===== src/rtl/i2cms_pkg.sv =====
// Shared types and constants for the I2C master register sequencer.
// Depends on nothing; the stage, core and top files in rtl import it.

package i2cms_pkg;

	// Longest read burst; the request count is clamped to it
	localparam int MAX_BURST = 255;

	// Configuration register indexes
	localparam logic CFG_TIMEOUT_MS = 1'b0;
	localparam logic CFG_BUSY_RETRY = 1'b1;

	// Reset values of the configuration registers
	localparam logic [7:0] TIMEOUT_MS_RST = 8'd5;
	localparam logic [7:0] BUSY_RETRY_RST = 8'd100;

	// Event codes of an input word
	localparam logic [2:0] REQ_READ    = 3'd0;
	localparam logic [2:0] REQ_WRITE   = 3'd1;
	localparam logic [2:0] REQ_BUSY    = 3'd2;
	localparam logic [2:0] REQ_BYTE_DN = 3'd3;
	localparam logic [2:0] REQ_MS_TICK = 3'd4;

	typedef enum logic [2:0] {
		ACT_NONE    = 3'd0,
		ACT_START   = 3'd1,
		ACT_SEND    = 3'd2,
		ACT_RESTART = 3'd3,
		ACT_RXACK   = 3'd4,
		ACT_RXNACK  = 3'd5,
		ACT_STOP    = 3'd6
	} act_t;

	typedef enum logic [2:0] {
		ST_OK   = 3'd0,
		ST_BUSY = 3'd1,
		ST_TMO  = 3'd2,
		ST_ARB  = 3'd3,
		ST_NACK = 3'd4
	} status_t;

	typedef enum logic [9:0] {
		PH_IDLE  = 10'b00_0000_0001,
		PH_BUSY  = 10'b00_0000_0010,
		PH_RADDR = 10'b00_0000_0100,
		PH_RPTR  = 10'b00_0000_1000,
		PH_RREAD = 10'b00_0001_0000,
		PH_RDATA = 10'b00_0010_0000,
		PH_WADDR = 10'b00_0100_0000,
		PH_WREG  = 10'b00_1000_0000,
		PH_WHI   = 10'b01_0000_0000,
		PH_WLO   = 10'b10_0000_0000
	} phase_t;

	// One input word
	typedef struct packed {
		logic [2:0]  req_type;
		logic [6:0]  slave_addr;
		logic [7:0]  reg_addr;
		logic [7:0]  byte_count;
		logic [15:0] write_value;
		logic        bus_busy;
		logic        nack_seen;
		logic        arb_lost;
		logic [7:0]  rx_byte;
	} req_t;

	// One result word
	typedef struct packed {
		act_t        bus_action;
		logic [7:0]  tx_byte;
		logic        data_valid;
		logic [7:0]  data_byte;
		logic        done_res;
		status_t     status;
		logic [7:0]  bytes_done;
	} res_t;

endpackage


===== src/rtl/i2cms_if.sv =====
// Valid/ready channel interfaces for request and result words.
// Depends on nothing beyond plain logic types.

interface i2cms_req_if;
	logic        valid;
	logic        ready;
	logic [2:0]  req_type;
	logic [6:0]  slave_addr;
	logic [7:0]  reg_addr;
	logic [7:0]  byte_count;
	logic [15:0] write_value;
	logic        bus_busy;
	logic        nack_seen;
	logic        arb_lost;
	logic [7:0]  rx_byte;

	modport source (
		output valid, req_type, slave_addr, reg_addr, byte_count, write_value,
		       bus_busy, nack_seen, arb_lost, rx_byte,
		input  ready
	);
	modport sink (
		input  valid, req_type, slave_addr, reg_addr, byte_count, write_value,
		       bus_busy, nack_seen, arb_lost, rx_byte,
		output ready
	);
endinterface

interface i2cms_res_if;
	logic       valid;
	logic       ready;
	logic [2:0] bus_action;
	logic [7:0] tx_byte;
	logic       data_valid;
	logic [7:0] data_byte;
	logic       done_res;
	logic [2:0] status;
	logic [7:0] bytes_done;

	modport source (
		output valid, bus_action, tx_byte, data_valid, data_byte, done_res,
		       status, bytes_done,
		input  ready
	);
	modport sink (
		input  valid, bus_action, tx_byte, data_valid, data_byte, done_res,
		       status, bytes_done,
		output ready
	);
endinterface


===== src/rtl/i2cms_in_stage.sv =====
// Input register: captures one request word and holds it until the core takes it.
// Depends on i2cms_pkg and i2cms_req_if.

module i2cms_in_stage
	import i2cms_pkg::*;
(
	input  logic             clk,
	input  logic             arst_n,
	i2cms_req_if.sink        req,
	input  logic             advance,
	output logic             valid_s1,
	output req_t             item_s1
);

	// Accept when empty or when the held word moves on this cycle
	assign req.ready = !valid_s1 || advance;

	// Track occupancy
	always_ff @(posedge clk or negedge arst_n) begin
		if (!arst_n) begin
			valid_s1 <= 1'b0;
		end else if (req.ready) begin
			valid_s1 <= req.valid;
		end
	end

	// Load payload on acceptance
	always_ff @(posedge clk) begin
		if (req.valid && req.ready) begin
			item_s1.req_type    <= req.req_type;
			item_s1.slave_addr  <= req.slave_addr;
			item_s1.reg_addr    <= req.reg_addr;
			item_s1.byte_count  <= req.byte_count;
			item_s1.write_value <= req.write_value;
			item_s1.bus_busy    <= req.bus_busy;
			item_s1.nack_seen   <= req.nack_seen;
			item_s1.arb_lost    <= req.arb_lost;
			item_s1.rx_byte     <= req.rx_byte;
		end
	end

endmodule


===== src/rtl/i2cms_core.sv =====
// Transaction state machine, configuration registers and per-event result logic.
// Depends on i2cms_pkg.

module i2cms_core
	import i2cms_pkg::*;
(
	input  logic       clk,
	input  logic       arst_n,
	input  logic       cfg_we,
	input  logic       cfg_idx,
	input  logic [7:0] cfg_data,
	input  logic       fire,
	input  req_t       item,
	output res_t       result
);

	logic [7:0]  timeout_ms_q, busy_retry_q;
	phase_t      phase_q, phase_d;
	logic        is_read_q, is_read_d;
	logic [7:0]  retry_q, retry_d;
	logic [7:0]  wait_q, wait_d;
	logic [6:0]  target_q, target_d;
	logic [7:0]  pointer_q, pointer_d;
	logic [15:0] value_q, value_d;
	logic [7:0]  remaining_q, remaining_d;
	logic [7:0]  received_q, received_d;
	logic        pending;
	logic [7:0]  cnt;
	logic [7:0]  wait_inc;
	logic [7:0]  rem_dec;

	// Configuration writes
	always_ff @(posedge clk or negedge arst_n) begin
		if (!arst_n) begin
			timeout_ms_q <= TIMEOUT_MS_RST;
			busy_retry_q <= BUSY_RETRY_RST;
		end else if (cfg_we) begin
			unique case (cfg_idx)
				CFG_TIMEOUT_MS: timeout_ms_q <= cfg_data;
				CFG_BUSY_RETRY: busy_retry_q <= cfg_data;
			endcase
		end
	end

	assign pending = (phase_q == PH_RADDR) || (phase_q == PH_RPTR) ||
	                 (phase_q == PH_RREAD) || (phase_q == PH_RDATA) ||
	                 (phase_q == PH_WADDR) || (phase_q == PH_WREG) ||
	                 (phase_q == PH_WHI) || (phase_q == PH_WLO);

	assign cnt = (32'(item.byte_count) > MAX_BURST) ? 8'(MAX_BURST) : item.byte_count;
	assign wait_inc = (wait_q != 8'hFF) ? wait_q + 8'd1 : wait_q;
	assign rem_dec = remaining_q - 8'd1;

	// Next state and result of the event
	always_comb begin
		phase_d     = phase_q;
		is_read_d   = is_read_q;
		retry_d     = retry_q;
		wait_d      = wait_q;
		target_d    = target_q;
		pointer_d   = pointer_q;
		value_d     = value_q;
		remaining_d = remaining_q;
		received_d  = received_q;
		result      = '0;
		result.bus_action = ACT_NONE;
		result.status     = ST_OK;

		if ((item.req_type == REQ_READ || item.req_type == REQ_WRITE) &&
		    phase_q == PH_IDLE) begin
			is_read_d   = (item.req_type == REQ_READ);
			target_d    = item.slave_addr;
			pointer_d   = item.reg_addr;
			value_d     = item.write_value;
			remaining_d = (item.req_type == REQ_READ) ? cnt : 8'd0;
			received_d  = 8'd0;
			retry_d     = busy_retry_q;
			wait_d      = 8'd0;
			phase_d     = PH_BUSY;
		end else if (item.req_type == REQ_BUSY && phase_q == PH_BUSY) begin
			if (item.bus_busy) begin
				if (retry_q <= 8'd1) begin
					retry_d         = 8'd0;
					result.done_res = 1'b1;
					result.status   = ST_BUSY;
					phase_d         = PH_IDLE;
				end else begin
					retry_d = retry_q - 8'd1;
				end
			end else begin
				result.bus_action = ACT_START;
				result.tx_byte    = {target_q, 1'b0};
				wait_d            = 8'd0;
				phase_d           = is_read_q ? PH_RADDR : PH_WADDR;
			end
		end else if (item.req_type == REQ_MS_TICK && pending) begin
			wait_d = wait_inc;
			if (wait_inc >= timeout_ms_q) begin
				result.bus_action = ACT_STOP;
				result.done_res   = 1'b1;
				result.status     = ST_TMO;
				phase_d           = PH_IDLE;
			end
		end else if (item.req_type == REQ_BYTE_DN && pending) begin
			// Stop with no-acknowledge by default; arms below override
			result.bus_action = ACT_STOP;
			result.done_res   = 1'b1;
			result.status     = ST_NACK;
			phase_d           = PH_IDLE;
			unique case (phase_q)
				PH_RADDR: begin
					if (item.arb_lost) begin
						result.status = ST_ARB;
					end else if (!item.nack_seen) begin
						result = '0;
						result.bus_action = ACT_SEND;
						result.status     = ST_OK;
						result.tx_byte    = pointer_q;
						wait_d            = 8'd0;
						phase_d           = PH_RPTR;
					end
				end
				PH_RPTR: begin
					if (!item.nack_seen) begin
						result = '0;
						result.bus_action = ACT_RESTART;
						result.status     = ST_OK;
						result.tx_byte    = {target_q, 1'b1};
						wait_d            = 8'd0;
						phase_d           = PH_RREAD;
					end
				end
				PH_RREAD: begin
					if (!item.nack_seen) begin
						if (remaining_q == 8'd0) begin
							// Empty burst ends without a stop
							result.bus_action = ACT_NONE;
							result.status     = ST_OK;
						end else begin
							result = '0;
							result.bus_action = (remaining_q == 8'd1) ? ACT_RXNACK : ACT_RXACK;
							result.status     = ST_OK;
							wait_d            = 8'd0;
							phase_d           = PH_RDATA;
						end
					end
				end
				PH_RDATA: begin
					// Deliver the byte; link status is ignored here
					received_d  = received_q + 8'd1;
					remaining_d = rem_dec;
					result.data_valid = 1'b1;
					result.data_byte  = item.rx_byte;
					result.status     = ST_OK;
					if (rem_dec != 8'd0) begin
						result.bus_action = (rem_dec == 8'd1) ? ACT_RXNACK : ACT_RXACK;
						result.done_res   = 1'b0;
						wait_d            = 8'd0;
						phase_d           = PH_RDATA;
					end
				end
				PH_WADDR: begin
					if (!item.nack_seen) begin
						result = '0;
						result.bus_action = ACT_SEND;
						result.status     = ST_OK;
						result.tx_byte    = pointer_q;
						wait_d            = 8'd0;
						phase_d           = PH_WREG;
					end
				end
				PH_WREG: begin
					if (!item.nack_seen) begin
						result = '0;
						result.bus_action = ACT_SEND;
						result.status     = ST_OK;
						result.tx_byte    = value_q[15:8];
						wait_d            = 8'd0;
						phase_d           = PH_WHI;
					end
				end
				PH_WHI: begin
					if (!item.nack_seen) begin
						result = '0;
						result.bus_action = ACT_SEND;
						result.status     = ST_OK;
						result.tx_byte    = value_q[7:0];
						wait_d            = 8'd0;
						phase_d           = PH_WLO;
					end
				end
				PH_WLO: begin
					if (!item.nack_seen) begin
						result.status = ST_OK;
					end
				end
				default: begin
					result  = '0;
					result.bus_action = ACT_NONE;
					result.status     = ST_OK;
					phase_d = phase_q;
				end
			endcase
		end

		result.bytes_done = received_d;
	end

	// Advance state on each event taken
	always_ff @(posedge clk or negedge arst_n) begin
		if (!arst_n) begin
			phase_q     <= PH_IDLE;
			is_read_q   <= 1'b0;
			retry_q     <= 8'd0;
			wait_q      <= 8'd0;
			target_q    <= 7'd0;
			pointer_q   <= 8'd0;
			value_q     <= 16'd0;
			remaining_q <= 8'd0;
			received_q  <= 8'd0;
		end else if (fire) begin
			phase_q     <= phase_d;
			is_read_q   <= is_read_d;
			retry_q     <= retry_d;
			wait_q      <= wait_d;
			target_q    <= target_d;
			pointer_q   <= pointer_d;
			value_q     <= value_d;
			remaining_q <= remaining_d;
			received_q  <= received_d;
		end
	end

endmodule


===== src/rtl/i2cms_out_stage.sv =====
// Result register: holds one result word until the consumer takes it.
// Depends on i2cms_pkg and i2cms_res_if.

module i2cms_out_stage
	import i2cms_pkg::*;
(
	input  logic         clk,
	input  logic         arst_n,
	input  logic         load,
	input  res_t         data,
	output logic         free,
	i2cms_res_if.source  res
);

	logic valid_q;
	res_t data_q;

	// Room for a new word when empty or when the held one leaves now
	assign free = !valid_q || res.ready;

	always_ff @(posedge clk or negedge arst_n) begin
		if (!arst_n) begin
			valid_q <= 1'b0;
		end else if (free) begin
			valid_q <= load;
		end
	end

	always_ff @(posedge clk) begin
		if (load && free) begin
			data_q <= data;
		end
	end

	assign res.valid      = valid_q;
	assign res.bus_action = data_q.bus_action;
	assign res.tx_byte    = data_q.tx_byte;
	assign res.data_valid = data_q.data_valid;
	assign res.data_byte  = data_q.data_byte;
	assign res.done_res   = data_q.done_res;
	assign res.status     = data_q.status;
	assign res.bytes_done = data_q.bytes_done;

endmodule


===== src/rtl/i2c_master_register_sequencer.sv =====
// Top level of the I2C master register sequencer: input register, core, result register.
// Depends on i2cms_pkg, i2cms_if, i2cms_in_stage, i2cms_core and i2cms_out_stage.
//
//   port   direction  handshake     contents
//   req    sink       valid/ready   one bus event or request word
//   res    source     valid/ready   one result word per request word
//   cfg_*  input      cfg_we        register index and 8-bit data
//
// Flow: one word per clock sustained while res is ready; a taken request word
// passes through the input register, then the result register, before its result leaves.
// The core computes its result and state update from the word in the input register.
// Reset: arst_n clears control state and loads timeout 5 ms, retry limit 100.
// Stalls: a held result blocks the core; the input register keeps accepting
// until it holds a word of its own.

module i2c_master_register_sequencer
	import i2cms_pkg::*;
(
	input  logic        clk,
	input  logic        arst_n,
	i2cms_req_if.sink   req,
	i2cms_res_if.source res,
	input  logic        cfg_we,
	input  logic        cfg_idx,
	input  logic [7:0]  cfg_data
);

	logic valid_s1;
	req_t item_s1;
	logic out_free;
	logic advance;
	res_t result;

	// Move the held word through the core when the result register has room
	assign advance = valid_s1 && out_free;

	i2cms_in_stage u_in (
		.clk      (clk),
		.arst_n   (arst_n),
		.req      (req),
		.advance  (advance),
		.valid_s1 (valid_s1),
		.item_s1  (item_s1)
	);

	i2cms_core u_core (
		.clk      (clk),
		.arst_n   (arst_n),
		.cfg_we   (cfg_we),
		.cfg_idx  (cfg_idx),
		.cfg_data (cfg_data),
		.fire     (advance),
		.item     (item_s1),
		.result   (result)
	);

	i2cms_out_stage u_out (
		.clk    (clk),
		.arst_n (arst_n),
		.load   (advance),
		.data   (result),
		.free   (out_free),
		.res    (res)
	);

`ifndef NO_ASSERTIONS
	// An error status only comes with a finished transaction
	a_err_done: assert property (@(posedge clk) disable iff (!arst_n)
		res.valid && res.status != ST_OK |-> res.done_res)
		else $error("error status without done");

	// A delivered byte comes with a receive or a stop action
	a_data_act: assert property (@(posedge clk) disable iff (!arst_n)
		res.valid && res.data_valid |->
		(res.bus_action == ACT_RXACK || res.bus_action == ACT_RXNACK ||
		 res.bus_action == ACT_STOP))
		else $error("data byte with wrong action");

	// Giving up on a busy bus never drives the bus
	a_busy_none: assert property (@(posedge clk) disable iff (!arst_n)
		res.valid && res.done_res && res.status == ST_BUSY |->
		res.bus_action == ACT_NONE)
		else $error("bus busy completion with action");

	// The core only consumes a word that the input register holds
	a_adv_held: assert property (@(posedge clk) disable iff (!arst_n)
		advance |-> valid_s1 && out_free)
		else $error("advance without held word");
`endif

endmodule

===== src/flat_wrapper.sv =====
// flat-port wrapper written by rule: the top's interface ports become plain ports
module i2c_master_register_sequencer_flat import i2cms_pkg::*;
  (clk, arst_n, cfg_we, cfg_idx, cfg_data, req_valid, req_req_type, req_slave_addr, req_reg_addr, req_byte_count, req_write_value, req_bus_busy, req_nack_seen, req_arb_lost, req_rx_byte, req_ready, res_valid, res_bus_action, res_tx_byte, res_data_valid, res_data_byte, res_done_res, res_status, res_bytes_done, res_ready);
  i2cms_req_if req_i ();
  i2cms_res_if res_i ();
  input  logic clk;
  input  logic arst_n;
  input  logic cfg_we;
  input  logic cfg_idx;
  input  logic [7:0] cfg_data;
  input wire logic [$bits(req_i.valid)-1:0] req_valid;
  input wire logic [$bits(req_i.req_type)-1:0] req_req_type;
  input wire logic [$bits(req_i.slave_addr)-1:0] req_slave_addr;
  input wire logic [$bits(req_i.reg_addr)-1:0] req_reg_addr;
  input wire logic [$bits(req_i.byte_count)-1:0] req_byte_count;
  input wire logic [$bits(req_i.write_value)-1:0] req_write_value;
  input wire logic [$bits(req_i.bus_busy)-1:0] req_bus_busy;
  input wire logic [$bits(req_i.nack_seen)-1:0] req_nack_seen;
  input wire logic [$bits(req_i.arb_lost)-1:0] req_arb_lost;
  input wire logic [$bits(req_i.rx_byte)-1:0] req_rx_byte;
  output wire logic [$bits(req_i.ready)-1:0] req_ready;
  output wire logic [$bits(res_i.valid)-1:0] res_valid;
  output wire logic [$bits(res_i.bus_action)-1:0] res_bus_action;
  output wire logic [$bits(res_i.tx_byte)-1:0] res_tx_byte;
  output wire logic [$bits(res_i.data_valid)-1:0] res_data_valid;
  output wire logic [$bits(res_i.data_byte)-1:0] res_data_byte;
  output wire logic [$bits(res_i.done_res)-1:0] res_done_res;
  output wire logic [$bits(res_i.status)-1:0] res_status;
  output wire logic [$bits(res_i.bytes_done)-1:0] res_bytes_done;
  input wire logic [$bits(res_i.ready)-1:0] res_ready;
  assign req_i.valid = req_valid;
  assign req_i.req_type = req_req_type;
  assign req_i.slave_addr = req_slave_addr;
  assign req_i.reg_addr = req_reg_addr;
  assign req_i.byte_count = req_byte_count;
  assign req_i.write_value = req_write_value;
  assign req_i.bus_busy = req_bus_busy;
  assign req_i.nack_seen = req_nack_seen;
  assign req_i.arb_lost = req_arb_lost;
  assign req_i.rx_byte = req_rx_byte;
  assign req_ready = req_i.ready;
  assign res_valid = res_i.valid;
  assign res_bus_action = res_i.bus_action;
  assign res_tx_byte = res_i.tx_byte;
  assign res_data_valid = res_i.data_valid;
  assign res_data_byte = res_i.data_byte;
  assign res_done_res = res_i.done_res;
  assign res_status = res_i.status;
  assign res_bytes_done = res_i.bytes_done;
  assign res_i.ready = res_ready;
  i2c_master_register_sequencer u_core (.clk(clk), .arst_n(arst_n), .req(req_i), .res(res_i), .cfg_we(cfg_we), .cfg_idx(cfg_idx), .cfg_data(cfg_data));
endmodule

===== config.mk =====
export PLATFORM = sky130hd
export DESIGN_NAME = i2c_master_register_sequencer_flat
export DESIGN_NICKNAME = d
export VERILOG_FILES = /design/src/rtl/i2cms_pkg.sv /design/src/rtl/i2cms_if.sv /design/src/rtl/i2cms_in_stage.sv /design/src/rtl/i2cms_core.sv /design/src/rtl/i2cms_out_stage.sv /design/src/rtl/i2c_master_register_sequencer.sv /design/src/flat_wrapper.sv
export SDC_FILE = /design/constraint.sdc
export NUM_CORES = 1
export LEC_CHECK = 0
export BUFFER_PORTS_ARGS = -buffer_cell sky130_fd_sc_hd__buf_2
export CAP_MARGIN = 20
export CORE_ASPECT_RATIO = 1.1
export CORE_UTILIZATION = 55
export CTS_BUF_LIST = sky130_fd_sc_hd__clkbuf_16
export DETAILED_ROUTE_END_ITERATION = 8
export PLACE_DENSITY = 0.86
export SLEW_MARGIN = 20
export SYNTH_ARGS = -nofsm -noshare
export SYNTH_HDL_FRONTEND = slang
export SYNTH_SLANG_ARGS = --single-unit

===== constraint.sdc =====
create_clock -name clk -period 4 [get_ports clk]
set_input_delay 0.4 -clock clk [delete_from_list [all_inputs] [get_ports clk]]
set_output_delay 0.4 -clock clk [all_outputs]
set_load 0.05 [all_outputs]

; After elaboration in Yosys (flattened, before gate mapping)
; Cells that the tools add are included.
[totals]
reg_bits = 177
in_bits = 67
out_inout_bits = 34
wordCells = 181
[classes]
addsub = 4
n_lt_le_gt_ge = 2
n_eq_ne = 26
n_mux = 80
bitwise_logic = 2
n_reduce_logical = 38
[op_table]
columns = operator, n
row1 = $mux 32, 10
row2 = $mux 8, 28
row3 = $pmux 10 s8, 2
row4 = $pmux 8 s6, 2
row5 = $mux 10, 8
row6 = $pmux 8 s4, 1
row7 = $mux 4, 7
row8 = $pmux 3 s8, 1
row9 = $mux 21, 1
row10 = $pmux 3 s7, 1
row11 = $mux 6, 3
row12 = $mux 9, 2
row13 = $mux 17, 1
row14 = $add 8x1->8 const B, 2
row15 = $eq 8x1->1 const B, 2
row16 = $sub 8x1->8 const B, 2
row17 = $mux 3, 5
row18 = $ne 5x5->1 const B, 3
row19 = $mux 11, 1
row20 = $reduce_bool 11->1, 1
row21 = $eq 10x1->1 const B, 1
row22 = $eq 10x10->1 const B, 1
row23 = $eq 10x2->1 const B, 1
row24 = $eq 10x3->1 const B, 1
row25 = other kinds (36), 65

; Depth between registers and ports, before layout
; Gate-level depths: netlist (run 1).
[logic_depth]
ltp_word = 18
ltp_mapped = 13
mapped_depth_nobuf = 13

; Modules after synthesis
; A second synthesis (run 1) with hierarchy kept.
[hier_totals]
hier_cells = 695
hier_area_um2 = 8303.0
[by_module_without_submodules]
columns = module, instances, cells_each, area_per_inst_um2
row1 = i2cms_core, 1, 601, 5636.7
row2 = i2cms_in_stage, 1, 57, 1645.3
row3 = i2cms_out_stage, 1, 36, 1014.7
row4 = i2c_master_register_sequencer, 1, 1, 6.3

; Worst setup path before layout (run 1)
; Ideal clock, no wire load.
[synth_timing]
kind = register -> register
start = register u_core.u_core.wait_q[0]
end = register u_core.u_core.phase_q[4]
setup_ns = 0.125
arrival_ns = 2.949
t_required_ns = 3.875
path_slack_ns = 0.926
stages_incl_launch_ff = 13
n_path_buf = 0
cell_sequence = dfrtp_1 ha_1 and3_2 and3_2 nand3_2 mux2_2 ha_1 o21ai_0 a21oi_1 o211ai_1 a21oi_1 o21ai_4 mux2_2
[synth_between]
elab_chain_cells = 5
elab_cells_between_ends = 6
classes_between = add/sub (1) / order compare (1) / eq/ne (2) / mux (1) / reduce/logical (1)
[synth_rtl]
columns = item, line
row1 = from (decl), i2cms_core.sv:21  ; logic [7:0] wait_q, wait_d;
row2 = from (signal assigned), i2cms_core.sv:225  ; wait_q <= wait_d;
row3 = $add 8x1->8 / $ne 8x8->1 (equally long branches), i2cms_core.sv:51  ; assign wait_inc = (wait_q != 8'hFF) ? wait_q + 8'd1 : wait_q;
row4 = $mux 8 (*), i2cms_core.sv:51
row5 = $ge 8x8->1 (*), i2cms_core.sv:98  ; if (wait_inc >= timeout_ms_q) begin
row6 = $ne 4x3->1 (no source line) (*), n/a
row7 = $reduce_and 5->1 (no source line) (*), n/a
row8 = to (signal assigned), i2cms_core.sv:222  ; phase_q <= phase_d;
row9 = to (decl), i2cms_core.sv:18  ; phase_t phase_q, phase_d;
; Every way passes the cells marked *; elsewhere a longest branch is shown, timed or not.
; A chain may end at the register's enable or synchronous reset.

; Worst setup path in the final report (run 1)
[layout_timing]
start = register u_core.u_core.wait_q[0]
end = register u_core.u_core.phase_q[6]
; The elaborated chain is that of the path after synthesis.

==> reports/metrics.yaml, run 1 <==
status: "finished, final reports clean"
yosys.area.top_type: "edfxtp_1"
cts_buffers: 17
syn_area_mm2: 0.008113
leakage_nw: 3.961
gp_congestion: 0.9015
clock-sinks: 177
slew_viol_final: 0
hold_buffers: 0
routed_via_density: 5.943
synth_top_area_share_pct: 31.46
totalWireLength_mm: 17.24
min_path_type: "in2async"
fin_setup_tns_ns: 0
utilization_pct: 65.27
syn_to_final_growth_pct: 15.76
htreeDepth: 4
detail_route.wl_per_cell_um: 17.60
grt_max_degree: 70
synth_cell_types: 72
ios: 101
overflow: 0
rsz0062_at_grt: "false"
track_usage_pct: 23.77
ctsResizeCount: 0
antenna_found_initial: 0
n_antenna_cell: 0
cp.required_ns: 4.31
crit_fanout: 10
p_total_w: 0.003956
drt_iter0_markers: 454
skew_ns: 0.01138
cpMaxStageDelayCell: "dfrtp_1"
synth_area_per_cell_um2: 12.07
syn_nets: 756
peakVddDrop_v: 0.0003889
portBuffers: 100
firstDrtPassIters: 6
fp.dieH_um: 129.4
start_kind: "register"
period_minus_slack_ns: 3.432
hpwl_mm: 11.58
yosys_warnings: 0
synth.most_common_cell: "dfrtp_1"
dp_slack_ns: 0.6153
arrival_ns: 3.74
slew_headroom_pct: 28.07
setup_violations: 0
clkLatencyLatePin_ns: 0.43
hold_viol: 0
start_util_pct: 56.38
critical_path_class: "reg2reg"
clock.fmax_ghz: 0.2914
drc: 0
fin_nets: 858
synth_area_leaders: "edfxtp_1 (31%), dfrtp_1 (27%), mux2_2 (6.5%)"
postRouteAntennaNets: 0
grt_pass1_vias: 5513
via_count: 5818
synth_cells: 672
synth_edf_count: 85
dieArea_mm2: 0.01524
clock-root-buffer: "clkbuf_16"
timing.final.ws_setup_ns: 0.5679
num_rows: 46
drive_gt1_share_pct: 27.45
yosys_register_bits: 177
cts_buffer_depth: 2
synth-async-reset-ratio_pct: 51.98
crit_chain: "ha_1 > and3_2 > and3_2 > nand3_2 > nand3_1 > o21a_1 > ha_1 > a2111oi_0 > a21oi_1 > o21ai_4 > mux2_2"
synthTopCellsByCount: "dfrtp_1 (86), edfxtp_1 (85), nand2_1 (52), o21ai_0 (52), mux2_2 (47)"
cts_tree: "yes"
critPathMaxStageDelay_ns: 0.45
max_cap_violations: 0
clk_pin_slew_ns: 0.07
post-route-period-util_pct: 85.80
end_kind: "register"
die-width_um: 117.8
synth_ff_type: "dfrtp_1"
grt_pass1_wl_mm: 27.81
postCtsSetupBuffers: 0
core_mm2: 0.01439
p_per_area_mw_per_mm2: 421.3
yosysSeqAreaShare_pct: 59.93
tightest_slew_ns: 1.071
-- kinds of logic after synthesis --
kind of cell	synth area share [%]
compound gates	12.46
xor+xnor	1.188
fa+ha+maj	2.622
buf+inv	2.714
flops	59.93
mux	6.894
simple gates	14.19
-- final timing paths --
kind | from | endpoint | slack (ns) | depth (start not counted)
setup / recovery | u_core.u_core.wait_q[0] | u_core.u_core.phase_q[6] | 0.57 | 11
setup reg to reg | u_core.u_core.wait_q[0] | u_core.u_core.phase_q[6] | 0.57 | 11
hold reg to reg | u_core.u_in.item_s1[13] | u_core.u_core.value_q[2] | 0.47 | 1
max in group asynchronous | arst_n | u_core.u_core.busy_retry_q[2] | 3.05 | 2
min in group clk | req_write_value[3] | u_core.u_in.item_s1[14] | 0.14 | 1
hold / removal | arst_n | u_core.u_core.retry_q[4] | 0.07 | 1
-- cells in the final DEF, fill, tap and decap left out, types with 5 or more instances in the layout --
cell,Yosys,final
buf_4,2,10
a222oi_1,7,7
dfstp_2,6,6
mux2_2,47,47
nand2_1,52,52
o21a_1,7,7
o21ai_0,52,52
nor3_1,17,17
and2_1,12,11
nor2_1,46,45
nor2b_1,5,5
nor4_1,8,7
nand3_1,16,16
nor3b_1,7,7
edfxtp_1,85,85
nand4b_1,5,5
dfrtp_1,86,86
a31oi_1,10,10
xor2_1,6,6
inv_1,20,20
and3_1,6,6
xnor2_1,5,5
clkbuf_16,0,17
buf_2,6,100
ha_1,17,17
nand2b_1,6,6
inv_6,0,6
a21boi_0,5,5
a21oi_1,33,33
a22o_1,8,8
-- report_power, final --
group          switching [W]  internal (W)  total (W)
Clock               0.000740      0.000941    0.00168
Combinational       0.000172     0.0000664   0.000239
Sequential         0.0000336       0.00200    0.00204
Total               0.000945       0.00301    0.00396
-- state kept, by name (all words and copies together), names as in the netlist --
signal,count
u_core.u_out.res.status,3
u_core.u_core.wait_q,8
u_core.u_in.item_s1,53
u_core.u_out.res.data_valid,1
u_core.u_out.res.tx_byte,8
u_core.u_out.res.data_byte,8
u_core.u_core.target_q,7
u_core.u_out.res.bus_action,3
u_core.u_core.timeout_ms_q,8
u_core.u_core.phase_q,10
u_core.u_core.is_read_q,1
u_core.u_out.res.valid,1
u_core.u_core.retry_q,8
u_core.u_core.remaining_q,8
u_core.u_core.pointer_q,8
u_core.u_core.value_q,16
u_core.u_out.res.bytes_done,8
u_core.u_core.received_q,8
u_core.u_in.valid_s1,1
u_core.u_core.busy_retry_q,8
u_core.u_out.res.done_res,1
-- worst max-delay path, delay by kind of cell (launching register included) --
| family | cells | cell delay (ns) |
|---|---|---|
| AO/OA/AOI/OAI | 4 | 1.20 |
| AND/OR/NAND/NOR | 4 | 0.72 |
| multiplexers | 1 | 0.40 |
| flip-flops | 1 | 0.45 |
| adder cells (fa/ha/maj) | 2 | 0.55 |
-- stage by stage --
stage | instances | hold WS, ns | cell area (um2)
after floorplan | 672 | 0.1044 | 8113
after global placement | 946 | 0.4561 | 8792
after detailed placement | 946 | 0.4626 | 8792
after CTS | 978 | 0.1204 | 9387
after global routing | 979 | 0.1234 | 9392
final | 979 | 0.06637 | 9392
-- cell type report --
type / instances / area (um2)
clock inverter: 15 / 168.9
timing repair buffer: 110 / 575.6
tap: 192 / 240.2
fill: 1043 / 4997
multi-input combinational: 447 / 3040
inverter: 21 / 78.83
clock buffer: 17 / 425.4
sequential: 177 / 4862
-- routing by layer --
layer / part of all wire, % / global-route usage, % / vias to the layer above
li1: - / - / 2719
met1: 42 / 29.89 / 2815
met2: 50 / 40.28 / 252
met3: 5.9 / 5.590 / 32
met4: 2.0 / 9.201 / 0
met5: 0 / 0 / -
Note: power is estimated with default switching activity, not from simulation.
==> run 2: changes to the inputs <==
--- a/config.mk
+++ b/config.mk
@@ -11,8 +11,10 @@
 export CORE_UTILIZATION = 55
 export CTS_BUF_LIST = sky130_fd_sc_hd__clkbuf_16
 export DETAILED_ROUTE_END_ITERATION = 8
+export MAX_ROUTING_LAYER = met4
 export PLACE_DENSITY = 0.86
 export SLEW_MARGIN = 20
 export SYNTH_ARGS = -nofsm -noshare
 export SYNTH_HDL_FRONTEND = slang
+export SYNTH_HIERARCHICAL = 1
 export SYNTH_SLANG_ARGS = --single-unit
==> run 2 against run 1 <==
Compared with the run above:
- synthesized cell count grew 3.4%
- non-clock buffer count fell by 2
- clock-buffer cell count is the same
- combinational power rose by 48%
- global-route usage is 0.87 points higher
- hold slack better by 0.023 ns
- clock power decreased by 4%
- sequential share of layout area fell by 0.89 points
==> reports/metrics.yaml, run 2 <==
rsz0062_at_grt: "false"
num_rows: 46  # unchanged
synth_cells: 695  # +3.4%
clock.fmax_ghz: 0.3119  # +7.0%
stdcell_area_mm2: 0.009555  # +1.7%
fp.dieH_um: 130.9  # +1.1%
clock-sinks: 177  # unchanged
leakage_nw: 4.036  # +1.9%
combPwrFrac_pct: 8.8  # +2.8 points
cts_buffer_depth: 2  # unchanged
grt_pass1_vias: 5827  # +5.7%
final_common_cell: "buf_2"
layout_common_cells: "buf_2 (99), dfrtp_1 (86), edfxtp_1 (85)"
synth_top_area_share_pct: 30.74  # -0.72 points
skew_ns: 0.01167  # +0.0002913 ns
largest_register: "u_core/u_in/item_s1"
synth_cell_types: 65  # -9.7%
clock-root-buffer: "clkbuf_16"
reg.largest.list: "u_core/u_in/item_s1 (53), u_core/u_core/value_q (16), u_core/u_core/phase_q (10)"
clk_pin_slew_ns: 0.07  # about the same
post-route-period-util_pct: 80.15  # -5.6 points
fin_nets: 875  # +2.0%
switching_share_pct: 25.79  # +1.9 points
n_antenna_cell: 0  # unchanged
antenna_found_initial: 0  # unchanged
max_cap_violations: 0  # unchanged
start_kind: "register"
arrival_ns: 3.52  # -0.22 ns
worstReg2RegStart: "u_core/u_core/wait_q[0]"
cts_buffers: 17  # unchanged
p_clk_share_pct: 39.8  # -2.7 points
synth-async-reset-ratio_pct: 51.98  # unchanged
gp_congestion: 0.9164  # +1.7%
slew_headroom_pct: 28.53  # +0.46 points
syn_nets: 779  # +3.0%
synth.most_common_cell: "dfrtp_1"
largest_reg_flops: 53  # unchanged
r2r_setup_slack_ns: 0.79  # +0.23 ns
hpwl_mm: 11.88  # +2.6%
die-width_um: 119.2  # +1.1%
slew_viol_final: 0  # unchanged
placed_area_mm2: 0.008980  # +2.1%
hold_buffers: 0  # unchanged
min_path_type: "in2async"
postCtsSetupBuffers: 0  # unchanged
synth_ff_type: "dfrtp_1"
yosys_warnings: 6  # +6
drc: 0  # unchanged
hold_viol: 0  # unchanged
start_util_pct: 57.02  # +0.64 points
drive_gt1_share_pct: 26.00  # -1.5 points
firstDrtPassIters: 7  # +1
routed_via_density: 5.961  # +0.30%
tightest_slew_ns: 1.069  # -0.001463 ns
htreeDepth: 4  # unchanged
cp.required_ns: 4.32  # about the same
yosys.area.top_type: "edfxtp_1"
clkLatencyLatePin_ns: 0.43  # about the same
grt_pass1_wl_mm: 28.66  # +3.1%
ios: 101  # unchanged
period_minus_slack_ns: 3.206  # -0.2259 ns
yosysSeqAreaShare_pct: 58.56  # -1.4 points
r2r_end: "u_core/u_core/phase_q[5]"
syn_to_final_growth_pct: 15.08
dieArea_mm2: 0.01559  # +2.3%
postRouteAntennaNets: 0  # unchanged
p_sw_w: 0.001045  # +10%
grt_max_degree: 67  # -4.3%
synth_area_per_cell_um2: 11.95  # -1.0%
via_count: 5937  # +2.0%
yosys_register_bits: 177  # unchanged
critical_path_class: "reg2reg"
synth_area_leaders: "edfxtp_1 (31%), dfrtp_1 (26%), mux2_2 (6.2%)"
overflow: 0  # unchanged
track_usage_pct: 24.64  # +0.87 points
p_per_area_mw_per_mm2: 423.8  # +0.60%
drt_iter0_markers: 446  # -1.8%
synth_edf_count: 85  # unchanged
synthTopCellsByCount: "dfrtp_1 (86), edfxtp_1 (85), o21ai_0 (50), mux2_2 (46), nor2_1 (43)"
portBuffers: 100  # unchanged
setup_violations: 0  # unchanged
crit_fanout: 10  # unchanged
holdWs_ns: 0.08961  # +0.02325 ns
peakVddDrop_v: 0.0003655  # -6.0%
status: "finished, final reports clean"
r2r_cells: 12  # +1
syn_area_mm2: 0.008303  # +2.3%
cts_tree: "yes"
core_mm2: 0.01456  # +1.2%
ctsResizeCount: 0  # unchanged
fin_setup_tns_ns: 0  # unchanged
seqPwrFrac_pct: 51.4  # about the same
totalWireLength_mm: 17.57  # +1.9%
p_int_w: 0.003005  # -0.20%
detail_route.wl_per_cell_um: 17.64  # +0.20%
end_kind: "register"
run 2: worst max-delay path by stage:
| stage | startpoint | end | slack (ns) | cells after the start |
|---|---|---|---|---|
| after floorplan | u_core/u_core/wait_q[0] | u_core/u_core/phase_q[4] | 1.02 | 13 |
| after global placement | u_core/u_core/wait_q[0] | u_core/u_core/phase_q[7] | 0.91 | 12 |
| after detailed placement | u_core/u_core/wait_q[0] | u_core/u_core/phase_q[4] | 0.83 | 12 |
| after CTS | u_core/u_core/wait_q[0] | u_core/u_core/phase_q[4] | 0.82 | 12 |
| after global routing | u_core/u_core/wait_q[0] | u_core/u_core/phase_q[5] | 0.54 | 12 |
| final | u_core/u_core/wait_q[0] | u_core/u_core/phase_q[5] | 0.79 | 12 |
run 2: power by group through the flow:
stage	clock network [W]	registers (W)	logic (W)
4_1_cts	0.00165	0.00208	0.000359
3_5_place_dp	0	0.00212	0.000358
2_1_floorplan	0	0.00222	0.000114
5_1_grt	0.00170	0.00209	0.000382
3_3_place_gp	0	0.00212	0.000352
6_report	0.00161	0.00208	0.000354
run 2: layout make-up:
| class | count | area, um2 |
|---|---|---|
| clock buffer | 17 | 425.4 |
| clock inverter | 15 | 150.1 |
| fill | 1057 | 5006 |
| inverter | 24 | 90.09 |
| multi-input combinational | 463 | 3224 |
| sequential | 177 | 4862 |
| tap | 192 | 240.2 |
| timing repair buffer | 108 | 563.0 |
run 2: stage by stage:
stage / setup slack [ns] / total power [W] / utilization [%] / std cells
after global routing: 0.5375 / 0.004175 / 65.62 / 996
final: 0.7939 / 0.004049 / 65.62 / 996
after detailed placement: 0.8313 / 0.002474 / 61.67 / 964
after floorplan: 1.018 / 0.002338 / - / 695
after global placement: 0.9093 / 0.002468 / 61.67 / 964
after CTS: 0.8202 / 0.004086 / 65.62 / 996
run 2: cells by family (layout without fill, tap and decap cells):
logic type | count (synthesis) | in the layout | synth area share (%)
and+or+nand+nor | 214 | 214 | 14.18
DFF | 177 | 177 | 58.56
AOI/OAI and AO/OA | 166 | 166 | 13.52
buffers and inverters | 55 | 164 | 2.713
muxes | 53 | 53 | 7.098
adders and majority gates | 17 | 17 | 2.562
xor gates and xnor gates | 13 | 13 | 1.371
run 2: worst max-delay path: stages, from the launching register on:
cell and delay, ns:
dfrtp_1 0.46, ha_1 0.22, and3_1 0.25, nand3_1 0.23
xnor2_1 0.19, ha_1 0.26, nand2b_1 0.14, a21o_1 0.17
a211oi_1 0.20, or3_1 0.15, nand4b_1 0.15, o2111ai_4 0.27
mux2_2 0.40
run 2: metal layers:
layer	GRT usage [%]	share of wire (%)
met1	30.30	42
met2	41.28	50
met3	4.080	6.1
met4	9.233	1.6
met5	-	0
==> run 3: changes to the inputs <==
==> constraint.sdc (replaced) <==
create_clock -name clk -period 3.1 [get_ports clk]
set_input_delay 0.31 -clock clk [delete_from_list [all_inputs] [get_ports clk]]
set_output_delay 0.31 -clock clk [all_outputs]
set_load 0.05 [all_outputs]
==> run 3 against run 2 <==
Compared with the run above:
- via count increased by 2.5%
- sequential power grew 29%
- utilization is 1.3 points higher
- fmax grew 6.6%
- clock-buffer cell count unchanged
- final cell count increased by 2.2%
- die area did not move
- design area increased by 2.0%
- hold slack worse by 0.043 ns
- register-to-register slack got worse by 0.70 ns
- wire length rose by 4.2%
- sequential share of layout area fell by 1.0 points
==> reports/metrics.yaml, run 3 (same netlist as run 2, synthesis figures left out) <==
arrival_ns: 3.33  # -0.19 ns
crit_fanout: 8  # -2
drive_gt1_share_pct: 27.97  # +2.0 points
tightest_slew_ns: 0.9090  # -0.1603 ns
dr_wl_met2_mm: 9.419  # +6.9%
grt_pass1_vias: 5980  # +2.6%
skew_ns: 0.008150  # -0.003522 ns
setup_violations: 0  # unchanged
via_count: 6083  # +2.5%
slew_viol_final: 0  # unchanged
final_common_cell: "buf_2"
crit_path_end: "u_core/u_core/phase_q[7]"
grt_max_degree: 54  # -19%
htreeDepth: 4  # unchanged
drc: 0  # unchanged
critical_path_class: "reg2reg"
peakVddDrop_v: 0.0004167  # +14%
end_kind: "register"
hold_viol: 0  # unchanged
cp.required_ns: 3.42  # -0.90 ns
slew_headroom_pct: 38.94  # +10 points
detail_route.wl_per_cell_um: 17.99  # +2.0%
fin_nets: 897  # +2.5%
top_layer: "met4"
crit_buf_inv: 1  # +1
routed_via_density: 5.975  # +0.24%
r2r_cells: 13  # +1
gp_congestion: 0.9667  # +5.5%
post-route-period-util_pct: 97.02  # +17 points
min_path_type: "in2reg"
period_minus_slack_ns: 3.008  # -0.1986 ns
drt_iter0_markers: 588  # +32%
crit_family: "simple AND/OR/NAND/NOR gates"
cts_buffer_depth: 2  # unchanged
clk_pin_slew_ns: 0.07  # about the same
worstReg2RegStart: "u_core/u_core/wait_q[1]"
largest_reg_flops: 53  # unchanged
num-fill-cells: 1058  # +0.095%
clock-sinks: 177  # unchanged
status: "finished, final reports clean"
holdWs_ns: 0.04705  # -0.04257 ns
portBuffers: 100  # unchanged
layout_common_cells: "buf_2 (99), dfrtp_1 (86), edfxtp_1 (85)"
clock-root-buffer: "clkbuf_16"
ios: 101  # unchanged
clock.fmax_ghz: 0.3325  # +6.6%
worstSetupPathDepth: 13  # +1
num_rows: 46  # unchanged
die-width_um: 119.2  # unchanged
cts_buffers: 17  # unchanged
leakage_nw: 4.160  # +3.1%
m1WireLength_mm: 7.446  # +0.54%
fp.dieH_um: 130.9  # unchanged
syn_to_final_growth_pct: 17.41
max_cap_violations: 0  # unchanged
r2r_setup_slack_ns: 0.09  # -0.70 ns
p_per_area_mw_per_mm2: 534.9  # +26%
overflow: 0  # unchanged
totalWireLength_mm: 18.31  # +4.2%
timing.final.ws_setup_ns: 0.09248  # -0.7014 ns
antenna_found_initial: 0  # unchanged
r2r_end: "u_core/u_core/phase_q[7]"
core_mm2: 0.01456  # unchanged
critPathLaunch: "u_core/u_core/wait_q[1]"
dieArea_mm2: 0.01559  # unchanged
start_util_pct: 57.02  # unchanged
track_usage_pct: 25.56  # +0.92 points
crit_chain: "ha_1 > and3_1 > buf_4 > and3_1 > nand2_1 > nand2_1 > ha_1 > a21o_1 > a211oi_1 > or3_1 > nand4b_1 > o2111ai_4 > mux2_2"
clkLatencyLatePin_ns: 0.44  # about the same
fin_setup_tns_ns: 0  # unchanged
reg.largest.list: "u_core/u_in/item_s1 (53), u_core/u_core/value_q (16), u_core/u_core/phase_q (10)"
cts_tree: "yes"
placed_area_mm2: 0.009143  # +1.8%
grt_pass1_wl_mm: 29.63  # +3.4%
critPathMaxStageDelay_ns: 0.41  # -0.05 ns
postRouteAntennaNets: 0  # unchanged
dp_slack_ns: 0.05853  # -0.7728 ns
hpwl_mm: 12.85  # +8.2%
cpMaxStageDelayCell: "dfrtp_1"
wl_met3_mm: 1.079  # +1.2%
n_antenna_cell: 0  # unchanged
firstDrtPassIters: 5  # -2
start_kind: "register"
stdcell_area_mm2: 0.009748  # +2.0%
largest_register: "u_core/u_in/item_s1"
[run 3: changes by cell type in the layout (fill, tap and decap cells not counted), moves of 2 or more]
cell | previous run | this run
clkinv_4 | 0 | 2
inv_6 | 4 | 1
inv_8 | 3 | 5
clkinv_8 | 1 | 3
buf_4 | 9 | 28
inv_1 | 24 | 26
clkinv_1 | 2 | 0
[run 3: final cells by class]
cell class,instances,area (um2),share of cell area [%]
Clock buffer,17,425.4,4.364
Clock inverter,15,153.9,1.579
Inverter,24,90.09,0.9241
Multi-Input combinational cell,463,3229,33.13
Sequential cell,177,4862,49.88
Tap cell,192,240.2,2.464
Timing Repair Buffer,130,747.0,7.663
[run 3: power breakdown]
| part | internal, W | switching, W | total [W] |
|---|---|---|---|
| sequential | 0.00263 | 0.0000558 | 0.00269 |
| clock | 0.00107 | 0.000993 | 0.00206 |
| combinational | 0.000118 | 0.000347 | 0.000465 |
[run 3: timing repair]
action	in CTS	in global routing
hold buffers	1	0
buffers inserted	0	1
hold endpoints to repair	46	0
setup endpoints to repair	0	8
resized for setup	0	2
[run 3: stage by stage]
step,cells,power (W),util [%]
after floorplan,695,0.003016,-
after global placement,984,0.003184,62.79
after detailed placement,984,0.003201,62.79
after CTS,1017,0.005248,66.83
after global routing,1018,0.005366,66.94
final,1018,0.005214,66.94
[run 3: metal layers]
metal  up-vias  track usage [%]
met1      2958            30.55
met5         -                -
met3        30            4.123
met4         0            10.87
li1       2837                -
met2       258            43.33
[run 3: worst min path at each step]
stage / from / endpoint / slack [ns] / cells past startpoint
6_report: req_byte_count[7] / u_core/u_in/item_s1[34] / 0.05 / 1
5_1_grt: req_rx_byte[0] / u_core/u_in/item_s1[0] / 0.03 / 1
4_1_cts: req_rx_byte[0] / u_core/u_in/item_s1[0] / 0.03 / 1
3_5_place_dp: arst_n / u_core/u_core/retry_q[5] / 0.39 / 1
3_3_place_gp: arst_n / u_core/u_core/retry_q[5] / 0.38 / 1
2_1_floorplan: arst_n / u_core/u_core/busy_retry_q[0] / 0.01 / 0
